[src/rtl/core/multi_channel_oneshot_timer_defines.svh]
// Assertion macros shared by the timer bank RTL.
// No dependencies; included by mcot_seq, and the top module uses its macros too.
`ifndef MULTI_CHANNEL_ONESHOT_TIMER_DEFINES_SVH
`define MULTI_CHANNEL_ONESHOT_TIMER_DEFINES_SVH

`ifndef ASSERT_OFF
// Checked under reset disable.
`define MCOT_ASSERT(lbl, clk, rstn, prop, msg) \
    lbl: assert property (@(posedge clk) disable iff (!rstn) prop) else $error(msg);
// Checked at every edge, reset included.
`define MCOT_ASSERT_ALWAYS(lbl, clk, prop, msg) \
    lbl: assert property (@(posedge clk) prop) else $error(msg);
`else
`define MCOT_ASSERT(lbl, clk, rstn, prop, msg)
`define MCOT_ASSERT_ALWAYS(lbl, clk, prop, msg)
`endif

`endif

[src/rtl/core/mcot_pkg.sv]
// Types and constants of the one-shot timer bank.
// No dependencies.
package mcot_pkg;

    localparam int MODE_W    = 2;
    localparam int CHAN_W    = 2;
    localparam int TARGET_W  = 16;
    localparam int MASK_W    = 4;
    localparam int IDX_MAX_W = 5;   // enough for 32 channels

    typedef enum logic [MODE_W-1:0] {
        MODE_TICK  = 2'd0,
        MODE_START = 2'd1,
        MODE_INIT  = 2'd2
    } t_mode;

    typedef enum logic [1:0] {
        ST_IDLE,
        ST_SWEEP,
        ST_EXEC,
        ST_RESP
    } t_state;

    typedef struct packed {
        logic                 sweep;  // update channel idx with the shared unit
        logic                 exec;   // apply start or init to the addressed channel
        logic [IDX_MAX_W-1:0] idx;
    } t_ctl;

endpackage

[src/rtl/core/mcot_in_if.sv]
// Input channel of the timer bank: command word with valid/ready.
// Depends on mcot_pkg.
interface mcot_in_if;
    logic                           valid;
    logic                           ready;
    logic [mcot_pkg::MODE_W-1:0]    mode;
    logic [mcot_pkg::CHAN_W-1:0]    channel;
    logic [mcot_pkg::TARGET_W-1:0]  target_value;

    modport source (output valid, mode, channel, target_value, input ready);
    modport sink   (input valid, mode, channel, target_value, output ready);
endinterface

[src/rtl/core/mcot_out_if.sv]
// Output channel of the timer bank: status word with valid/ready.
// Depends on mcot_pkg.
interface mcot_out_if;
    logic                         valid;
    logic                         ready;
    logic [mcot_pkg::MASK_W-1:0]  expired_mask;
    logic [mcot_pkg::MASK_W-1:0]  running_mask;

    modport source (output valid, expired_mask, running_mask, input ready);
    modport sink   (input valid, expired_mask, running_mask, output ready);
endinterface

[src/rtl/core/mcot_unit.sv]
// Shared per-channel tick unit: compare count to target, increment or expire.
// No package dependencies.
module mcot_unit #(
    parameter int COUNT_BITS = 16
) (
    input  logic [COUNT_BITS-1:0] i_count,
    input  logic [COUNT_BITS-1:0] i_target,
    input  logic                  i_running,
    output logic [COUNT_BITS-1:0] o_count,
    output logic                  o_running,
    output logic                  o_expire
);

    always_comb begin
        o_count   = i_count;
        o_running = i_running;
        o_expire  = 1'b0;
        if (i_running) begin
            if (i_count < i_target) begin
                o_count = i_count + COUNT_BITS'(1);
            end else begin
                o_count   = '0;
                o_running = 1'b0;
                o_expire  = 1'b1;
            end
        end
    end

endmodule

[src/rtl/core/mcot_seq.sv]
// Sequencer: accepts one word, sweeps the channels on a tick or executes any other command, then holds the result.
// Depends on mcot_pkg and the assertion macros header.
`include "multi_channel_oneshot_timer_defines.svh"

module mcot_seq #(
    parameter int CHANNELS = 4
) (
    input  logic                        i_clk,
    input  logic                        i_rst_n,
    input  logic                        i_in_valid,
    input  logic [mcot_pkg::MODE_W-1:0] i_in_mode,
    input  logic                        i_out_ready,
    output logic                        o_in_ready,
    output logic                        o_out_valid,
    output mcot_pkg::t_ctl              o_ctl
);

    localparam int IDX_W = (CHANNELS > 1) ? $clog2(CHANNELS) : 1;

    mcot_pkg::t_state r_state, n_state;
    logic [IDX_W-1:0] r_idx, n_idx;
    logic             w_fire;

    assign w_fire = i_in_valid && o_in_ready;

    always_ff @(posedge i_clk) begin
        if (!i_rst_n) begin
            r_state <= mcot_pkg::ST_IDLE;
            r_idx   <= '0;
        end else begin
            r_state <= n_state;
            r_idx   <= n_idx;
        end
    end

    always_comb begin
        n_state     = r_state;
        n_idx       = r_idx;
        o_in_ready  = 1'b0;
        o_out_valid = 1'b0;
        o_ctl.sweep = 1'b0;
        o_ctl.exec  = 1'b0;
        o_ctl.idx   = mcot_pkg::IDX_MAX_W'(r_idx);
        unique case (r_state)
            mcot_pkg::ST_IDLE: begin
                o_in_ready = 1'b1;
                if (w_fire) begin
                    n_idx = '0;
                    if (i_in_mode == mcot_pkg::MODE_TICK) begin
                        n_state = mcot_pkg::ST_SWEEP;
                    end else begin
                        n_state = mcot_pkg::ST_EXEC;
                    end
                end
            end
            mcot_pkg::ST_SWEEP: begin
                o_ctl.sweep = 1'b1;
                if (r_idx == IDX_W'(CHANNELS - 1)) begin
                    n_state = mcot_pkg::ST_RESP;
                end else begin
                    n_idx = r_idx + IDX_W'(1);
                end
            end
            mcot_pkg::ST_EXEC: begin
                o_ctl.exec = 1'b1;
                n_state    = mcot_pkg::ST_RESP;
            end
            mcot_pkg::ST_RESP: begin
                o_out_valid = 1'b1;
                if (i_out_ready) begin
                    n_state = mcot_pkg::ST_IDLE;
                end
            end
            default: begin
                n_state = mcot_pkg::ST_IDLE;
            end
        endcase
    end

    `MCOT_ASSERT_ALWAYS(a_ready_xor_result, i_clk, !(o_in_ready && o_out_valid), "ready while result pending")
    `MCOT_ASSERT(a_busy_after_accept, i_clk, i_rst_n, w_fire |=> !o_in_ready, "ready right after accept")
    `MCOT_ASSERT(a_sweep_in_range, i_clk, i_rst_n, o_ctl.sweep |-> (32'(r_idx) < CHANNELS), "sweep index past last channel")
    `MCOT_ASSERT(a_sweep_to_resp, i_clk, i_rst_n, (o_ctl.sweep && (32'(r_idx) == CHANNELS - 1)) |=> o_out_valid, "sweep did not end in result")

endmodule

[src/rtl/core/multi_channel_oneshot_timer.sv]
// Bank of one-shot delay timers: channel storage, shared tick unit, sequencer.
// Depends on mcot_pkg, mcot_in_if, mcot_out_if, mcot_unit, mcot_seq.
//
// Usage:
//   i_in carries command words: mode tick (advance every running channel),
//   start (re-arm channel: clear expired, set running, keep count) and
//   init (load target, clear count). o_out returns one status word per
//   command with the expired and running masks after the update.
//   Timing: a tick is swept through the shared compare/increment unit one
//   channel per cycle in ST_SWEEP before the result is offered in ST_RESP;
//   start, init and unused modes pass through ST_EXEC to ST_RESP. Once the
//   result is taken the sequencer returns to ST_IDLE and takes a new word.
//   One word is worked on at a time; i_in.ready is low from accept until
//   the result is taken.
//   Reset: every channel running, counts, targets and expired flags zero.
//   A stalled receiver holds the result word stable and keeps i_in.ready low.
//   Start or init on a channel at or above CHANNELS changes nothing.
module multi_channel_oneshot_timer #(
    parameter int CHANNELS   = 4,
    parameter int COUNT_BITS = 16
) (
    input  logic       i_clk,
    input  logic       i_rst_n,
    mcot_in_if.sink    i_in,
    mcot_out_if.source o_out
);

    localparam int IDX_W = (CHANNELS > 1) ? $clog2(CHANNELS) : 1;

    logic [COUNT_BITS-1:0] r_count  [CHANNELS];
    logic [COUNT_BITS-1:0] r_target [CHANNELS];
    logic [CHANNELS-1:0]   r_running;
    logic [CHANNELS-1:0]   r_expired;

    logic [mcot_pkg::MODE_W-1:0] r_mode;
    logic [mcot_pkg::CHAN_W-1:0] r_chan;
    logic [COUNT_BITS-1:0]       r_tgt;

    mcot_pkg::t_ctl        w_ctl;
    logic [IDX_W-1:0]      w_idx;
    logic [IDX_W-1:0]      w_chan_idx;
    logic                  w_chan_ok;
    logic [COUNT_BITS-1:0] w_u_count;
    logic                  w_u_running;
    logic                  w_u_expire;

    mcot_seq #(
        .CHANNELS (CHANNELS)
    ) u_seq (
        .i_clk       (i_clk),
        .i_rst_n     (i_rst_n),
        .i_in_valid  (i_in.valid),
        .i_in_mode   (i_in.mode),
        .i_out_ready (o_out.ready),
        .o_in_ready  (i_in.ready),
        .o_out_valid (o_out.valid),
        .o_ctl       (w_ctl)
    );

    assign w_idx      = w_ctl.idx[IDX_W-1:0];
    assign w_chan_idx = IDX_W'(r_chan);
    assign w_chan_ok  = (32'(r_chan) < CHANNELS);

    mcot_unit #(
        .COUNT_BITS (COUNT_BITS)
    ) u_unit (
        .i_count   (r_count[w_idx]),
        .i_target  (r_target[w_idx]),
        .i_running (r_running[w_idx]),
        .o_count   (w_u_count),
        .o_running (w_u_running),
        .o_expire  (w_u_expire)
    );

    // command word capture
    always_ff @(posedge i_clk) begin
        if (i_in.valid && i_in.ready) begin
            r_mode <= i_in.mode;
            r_chan <= i_in.channel;
            r_tgt  <= COUNT_BITS'(i_in.target_value);
        end
    end

    always_ff @(posedge i_clk) begin
        if (!i_rst_n) begin
            for (int c = 0; c < CHANNELS; c++) begin
                r_count[c]  <= '0;
                r_target[c] <= '0;
            end
            r_running <= '1;
            r_expired <= '0;
        end else if (w_ctl.sweep) begin
            r_count[w_idx]   <= w_u_count;
            r_running[w_idx] <= w_u_running;
            if (w_u_expire) begin
                r_expired[w_idx] <= 1'b1;
            end
        end else if (w_ctl.exec && w_chan_ok) begin
            unique case (r_mode)
                mcot_pkg::MODE_START: begin
                    r_running[w_chan_idx] <= 1'b1;
                    r_expired[w_chan_idx] <= 1'b0;
                end
                mcot_pkg::MODE_INIT: begin
                    r_count[w_chan_idx]  <= '0;
                    r_target[w_chan_idx] <= r_tgt;
                end
                default: begin
                end
            endcase
        end
    end

    // masks show channels 0..3 only
    for (genvar g = 0; g < mcot_pkg::MASK_W; g++) begin : g_mask
        if (g < CHANNELS) begin : g_on
            assign o_out.expired_mask[g] = r_expired[g];
            assign o_out.running_mask[g] = r_running[g];
        end else begin : g_off
            assign o_out.expired_mask[g] = 1'b0;
            assign o_out.running_mask[g] = 1'b0;
        end
    end

    `MCOT_ASSERT(a_run_excl_exp, i_clk, i_rst_n, (r_running & r_expired) == '0, "channel running and expired")
    `MCOT_ASSERT(a_result_stable, i_clk, i_rst_n, (o_out.valid && !o_out.ready) |=> $stable(r_running) && $stable(r_expired), "flags moved under stall")
    `MCOT_ASSERT(a_idle_no_write, i_clk, i_rst_n, i_in.ready |=> $stable(r_running) && $stable(r_expired), "flags moved while idle")

endmodule
[src/flat_wrapper.sv]
// flat-port wrapper written by rule: the top's interface ports become plain ports
module multi_channel_oneshot_timer_flat 
#(
    parameter int CHANNELS   = 4,
    parameter int COUNT_BITS = 16
)
  (i_clk, i_rst_n, i_in_valid, i_in_mode, i_in_channel, i_in_target_value, i_in_ready, o_out_valid, o_out_expired_mask, o_out_running_mask, o_out_ready);
  mcot_in_if i_in_i ();
  mcot_out_if o_out_i ();
  input  logic i_clk;
  input  logic i_rst_n;
  input wire logic [$bits(i_in_i.valid)-1:0] i_in_valid;
  input wire logic [$bits(i_in_i.mode)-1:0] i_in_mode;
  input wire logic [$bits(i_in_i.channel)-1:0] i_in_channel;
  input wire logic [$bits(i_in_i.target_value)-1:0] i_in_target_value;
  output wire logic [$bits(i_in_i.ready)-1:0] i_in_ready;
  output wire logic [$bits(o_out_i.valid)-1:0] o_out_valid;
  output wire logic [$bits(o_out_i.expired_mask)-1:0] o_out_expired_mask;
  output wire logic [$bits(o_out_i.running_mask)-1:0] o_out_running_mask;
  input wire logic [$bits(o_out_i.ready)-1:0] o_out_ready;
  assign i_in_i.valid = i_in_valid;
  assign i_in_i.mode = i_in_mode;
  assign i_in_i.channel = i_in_channel;
  assign i_in_i.target_value = i_in_target_value;
  assign i_in_ready = i_in_i.ready;
  assign o_out_valid = o_out_i.valid;
  assign o_out_expired_mask = o_out_i.expired_mask;
  assign o_out_running_mask = o_out_i.running_mask;
  assign o_out_i.ready = o_out_ready;
  multi_channel_oneshot_timer #(.CHANNELS(CHANNELS), .COUNT_BITS(COUNT_BITS)) u_core (.i_clk(i_clk), .i_rst_n(i_rst_n), .i_in(i_in_i), .o_out(o_out_i));
endmodule
[config.mk]
export PLATFORM = sky130hd
export DESIGN_NAME = multi_channel_oneshot_timer_flat
export DESIGN_NICKNAME = d
export VERILOG_FILES = /design/src/rtl/core/mcot_pkg.sv /design/src/rtl/core/mcot_in_if.sv /design/src/rtl/core/mcot_out_if.sv /design/src/rtl/core/mcot_unit.sv /design/src/rtl/core/mcot_seq.sv /design/src/rtl/core/multi_channel_oneshot_timer.sv /design/src/flat_wrapper.sv
export VERILOG_INCLUDE_DIRS = /design/src /design/src/rtl/core
export SDC_FILE = /design/constraint.sdc
export NUM_CORES = 1
export LEC_CHECK = 0
export BUFFER_PORTS_ARGS = -buffer_cell sky130_fd_sc_hd__buf_2
export CAP_MARGIN = 20
export CORE_MARGIN = 10
export CORE_UTILIZATION = 35
export DETAILED_ROUTE_END_ITERATION = 8
export PLACE_DENSITY = 0.56
export SLEW_MARGIN = 20
export SYNTH_ARGS = -nofsm -noshare
export SYNTH_HDL_FRONTEND = slang
export SYNTH_SLANG_ARGS = --single-unit
[constraint.sdc]
create_clock -name i_clk -period 4.2 [get_ports i_clk]
set_input_delay 0.21 -clock i_clk [delete_from_list [all_inputs] [get_ports i_clk]]
set_output_delay 0.21 -clock i_clk [all_outputs]
set_load 0.02 [all_outputs]
# After elaboration in Yosys (flattened, before gate mapping)
# Memory sizes are Yosys's and may differ from the RTL's. A register that Yosys moved wholly into a read port is not among the register bits.
# Cells that the tools add are included.
# Widths: inputs -> output; s select.
[word_totals]
reg_bits = 32
ramBits = 128
inputBits = 24
out_inout_bits = 10
wordCells = 100
memories = 2
[op_classes]
addsub = 2
order_cmp = 5
eq_ne = 11
muxes = 54
bitwise_logic = 4
reduce_logical = 15
[memory_table]
columns = ["name", "words", "word_bits", "rd", "rd_clocked_by_memory_dff", "wr", "line", "rtl"]
rows = [
  ["u_core.r_count", 4, 16, 1, 1, 4, "multi_channel_oneshot_timer.sv:30", "logic [COUNT_BITS-1:0] r_count [CHANNELS];"],
  ["u_core.r_target", 4, 16, 1, 1, 4, "multi_channel_oneshot_timer.sv:31", "logic [COUNT_BITS-1:0] r_target [CHANNELS];"],
]
[ops]
columns = ["operator", "n"]
rows = [
  ["$mux 16", 5],
  ["$reduce_or 16->1", 3],
  ["$mux 4", 7],
  ["$mux 2", 13],
  ["$mux 1", 23],
  ["$add 16x1->16 const B", 1],
  ["$lt 16x16->1", 1],
  ["$ne 2x2->1 const B", 5],
  ["$reduce_and 3->1", 3],
  ["$eq 2x2->1 const B", 4],
  ["$or 4x4->4", 2],
  ["$pmux 2 s4", 1],
  ["$lt 2x3->1 const B", 2],
  ["$reduce_bool 2->1", 3],
  ["$and 4x4->4", 1],
  ["$bwmux 4", 1],
  ["$demux 1 s2", 2],
  ["$eq 2x1->1 const B", 2],
  ["$ge 2x1->1 const B", 2],
  ["$logic_not 2->1", 2],
  ["$not 4->4", 1],
  ["$pmux 2 s2", 1],
  ["$logic_and 1x1->1", 3],
  ["$add 2x1->2 const B", 1],
  ["other kinds (2)", 2],
]

# Logic depth before layout (Yosys ltp)
[logic_depth]
ltp_word = 9
mapped_depth = 14
depth_no_buf = 9

# Cells and area by module
# Synthesis repeated with hierarchy kept, for this count alone.
[unflattened]
hier_cells = 594
hier_area_um2 = 7925.1
[modules_own_cells]
columns = ["module", "n_inst", "cells_each", "area_each_um2", "seq_area_each_um2"]
rows = [
  ["multi_channel_oneshot_timer", 1, 430, 6718.9, 4604.4],
  ["mcot_unit", 1, 123, 828.3, 0.0],
  ["mcot_seq", 1, 41, 377.9, 80.1],
]

# Least setup slack after synthesis
# Ideal clock, no wire load.
[synth_path]
path_type = "reg-to-reg"
start = "reg (tool-made name)"
end = "mem u_core.r_count[2][0], data pin"
setup_time_ns = 0.140
arrival_time_ns = 3.840
t_required_ns = 4.060
setup_slack_ns = 0.220
path_stages_with_launch = 14
path_buffers = 4
synth_period_minus_slack_ns = 3.980
path_cell_list = "dfxtp_1 buf_2 buf_2 buf_2 buf_2 mux4_2 inv_1 ha_1 and3_1 a221o_1 a221o_1 a211o_1 mux2_2 nor2_1"
[synth_lines]
columns = ["item", "line"]
rows = [
  ["end, declared", "multi_channel_oneshot_timer.sv:30"],
]

==> summary.txt <==
Worst setup path
  • Arr. time, crit path: 4.01 ns
  • Crit path to: u_core.r_count[1][4]
  • R2R depth: 10
  • CP Launch Type: flop
  • CP endpoint kind: flop
  • Critical Path RT: 4.46 ns
  • Worst setup path category: flop to flop
  • R2r setup slk: 0.45 ns
  • Worst-path fanout max: 17
  • Worst r2r dst: u_core.r_count[1][4]

Finish
  • Commonest non-fill, non-tap cell in the layout: edfxtp_1
  • Post-layout util: 41.6%
  • Share of layout cells above drive strength 1: 18.3%
  • Final Net Count: 670
  • ANT cells: 0
  • Fin area: 8730 µm²
  • Leading cell types in the layout, fill and taps excluded: edfxtp_1, nor2_1, inv_1
  • Area Overhead vs Synth: 17.5%

Routing
  • WL/cell: 17.8 µm
  • Iteration-0 DRC Markers: 366
  • DRT Wirelength: 16200 µm
  • TritonRoute pass-1 iters: 4
  • Post-route ant nets: 0
  • Total number of vias: 4480
  • Via density: 4.93
  • Final routed DRC violation total: 0

Die
  • Std cell rows: 53
  • Starting Density: 35.4%
  • Core box area: 21000 µm²
  • Die Wd: 166 µm
  • Die Span Y: 166 µm
  • Full die area: 27400 µm²
  • I/O pins: 34

Clocking
  • Post_cts resized: 0
  • Setup Fix Bufs, Post-CTS: 0
  • Reg clk slew, reported paths: 0.06 ns
  • H-tree depth: 4
  • CTS tree: yes
  • CTS Buffer Depth: 2
  • Skew-Pair Late Insertion Delay: 0.43 ns
  • Num CTS Buffers: 17
  • Hold_buf cts: 20
  • Clock root buffer: clkbuf_16
  • Sink Count: 162

Synthesis
  • Synth warn: 0
  • Post-synth cell types: 44
  • Synth Cell Area: 7430 µm²
  • Post-synth EDFFs: 148
  • Post-synth top area share: 59.8%
  • Area leader, netlist: edfxtp_1
  • Synth Instances: 560
  • Post-Syn Nets: 609
  • Asr flop ratio synth: 0%
  • Synthesized flop and latch total: 162
  • Main synth FF type: edfxtp_1
  • Leading post-synthesis cells by cell area: edfxtp_1, mux4_2, nor2_1
  • Syn Area/Cell: 13.3 µm²
  • Part of the Yosys area used for sequential elements: 63.6%

GRT
  • Grt total ovfl: 0
  • Pin count of the biggest net entering global routing: 24
  • Initial antenna violation count: 0
  • Overall routing resource usage: 12.1%
  • Number of global-route vias before repair: 4737
  • Global-route wire length before repair: 26300 µm

Flow run
  • Max_cap viols: 0

STA
  • Final worst slack: 0.451 ns
  • Sum of negative setup slack: 0 ns
  • Fin crit share: 89.3%
  • Count of final hold-check violations: 0
  • Worst slew pin tran: 1.06 ns
  • Setup violators final: 0
  • Min Clock Period, post-route: 3.75 ns
  • Max Clock Freq: 267 MHz
  • Max-slew violation count: 0
  • Unrepaired setup endpoints after global routing: false
  • Skew final: 0.00751 ns
  • Slew HR: 29.4%

Placement
  • Dpl ws: 0.370 ns
  • DP HPWL: 10600 µm
  • Placed Instance Area: 7960 µm²
  • Final Wtd Congestion: 0.780
  • Port bufs: 33

Hold path
  • Hold crit path type: input port to flop

Power
  • VDD IR max: 0.320 mV
  • Leakage power: 0.00325 µW
  • Pwr dens: 519 nW/µm²
  • Power, Total: 4530 µW

Run status
  • Status: completed
[layout make-up]
| class | instances | area, µm² |
|---|---|---|
| clock buffer | 19 | 433 |
| clock inverter | 13 | 138 |
| fill | 1982 | 12200 |
| inverter | 43 | 161 |
| multi-input combinational | 332 | 2460 |
| sequential | 162 | 4730 |
| tap | 275 | 344 |
| timing repair buffer | 65 | 468 |
[how the worst min path moves through the flow]
stage / start / to / slack, ns / cells past startpoint
global placement: i_in_target_value[4] / u_core.r_tgt[4] / 0.39 / 1
floorplan: i_in_channel[0] / u_core.r_chan[0] / 0.31 / 0
CTS: i_rst_n / u_core.o_out.running_mask[3] / 0.14 / 2
detailed placement: i_in_target_value[9] / u_core.r_tgt[9] / 0.39 / 1
global route: i_rst_n / u_core.o_out.running_mask[3] / 0.18 / 2
finish: i_rst_n / u_core.o_out.running_mask[3] / 0.16 / 2
[routing by layer]
layer,global-route usage (%),vias up,share of wire [%]
met5,0,-,0
met4,4.62,0,1.4
met3,2.58,16,3.4
met2,19.7,85,49
met1,15.5,2238,46
li1,-,2141,-
[synthesized netlist by cell type, types with 2 or more instances]
cell type  count
nand3_1       14
nor4bb_1       2
a21oi_1        4
o21ai_0       14
a221o_1        2
nand2b_1       5
edfxtp_1     148
a22oi_1        2
inv_1         43
dfxtp_1       14
mux4_2        33
mux2_2         3
nor3_1         4
nand4_1        3
xor2_1         8
and2_1         7
a31oi_1        2
xnor2_1        5
ha_1          25
or2_2          2
and4_1         3
nor2_1       123
nand2_1       42
buf_2          8
mux2i_1        2
o21a_1         2
nor2b_1        5
and3_1         4
clkbuf_1      15
o2111ai_1      2
[kinds of logic after synthesis]
logic type                 count (synthesis)  share of synthesized area (%)
muxes                                     38                           10.7
xor gates and xnor gates                  13                           1.53
and+or+nand+nor                          217                           12.7
adders and majority gates                 25                           4.21
buffers and inverters                     66                           3.47
DFF                                      162                           63.6
AOI/OAI and AO/OA                         39                           3.71
[registers in the layout, indices dropped and copies added, names as in the netlist, named ones only]
register / flops
u_core.r_mode: 2
u_core.u_seq.r_idx: 2
u_core.r_count: 64
u_core.r_chan: 2
u_core.u_seq.r_state: 2
u_core.r_tgt: 16
u_core.r_target: 64
u_core.o_out.running_mask: 4
u_core.o_out.expired_mask: 4
[through the flow]
stage / hold WS [ns] / instances
floorplan: 0.309 / 560
global placement: 0.387 / 857
detailed placement: 0.389 / 857
CTS: 0.138 / 909
global route: 0.178 / 909
finish: 0.158 / 909
[critical path, cell delays in order (launching register included)]
cell     delay [ns]
dfxtp_2        0.61
buf_12         0.26
mux4_2         0.51
inv_1          0.06
ha_1           0.23
and3_1         0.20
a221o_1        0.35
a221o_1        0.41
a22oi_4        0.29
nand2_1        0.42
nor2_1         0.24
[where the power goes]
part           leakage [µW]  total [µW]  switching [µW]  internal [µW]
combinational       0.00136         972             594            379
sequential          0.00163        2060            89.3           1970
clock              0.000266        1500             625            873
total               0.00325        4530            1310           3220
No activity file was read; power rests on OpenSTA's default activity.
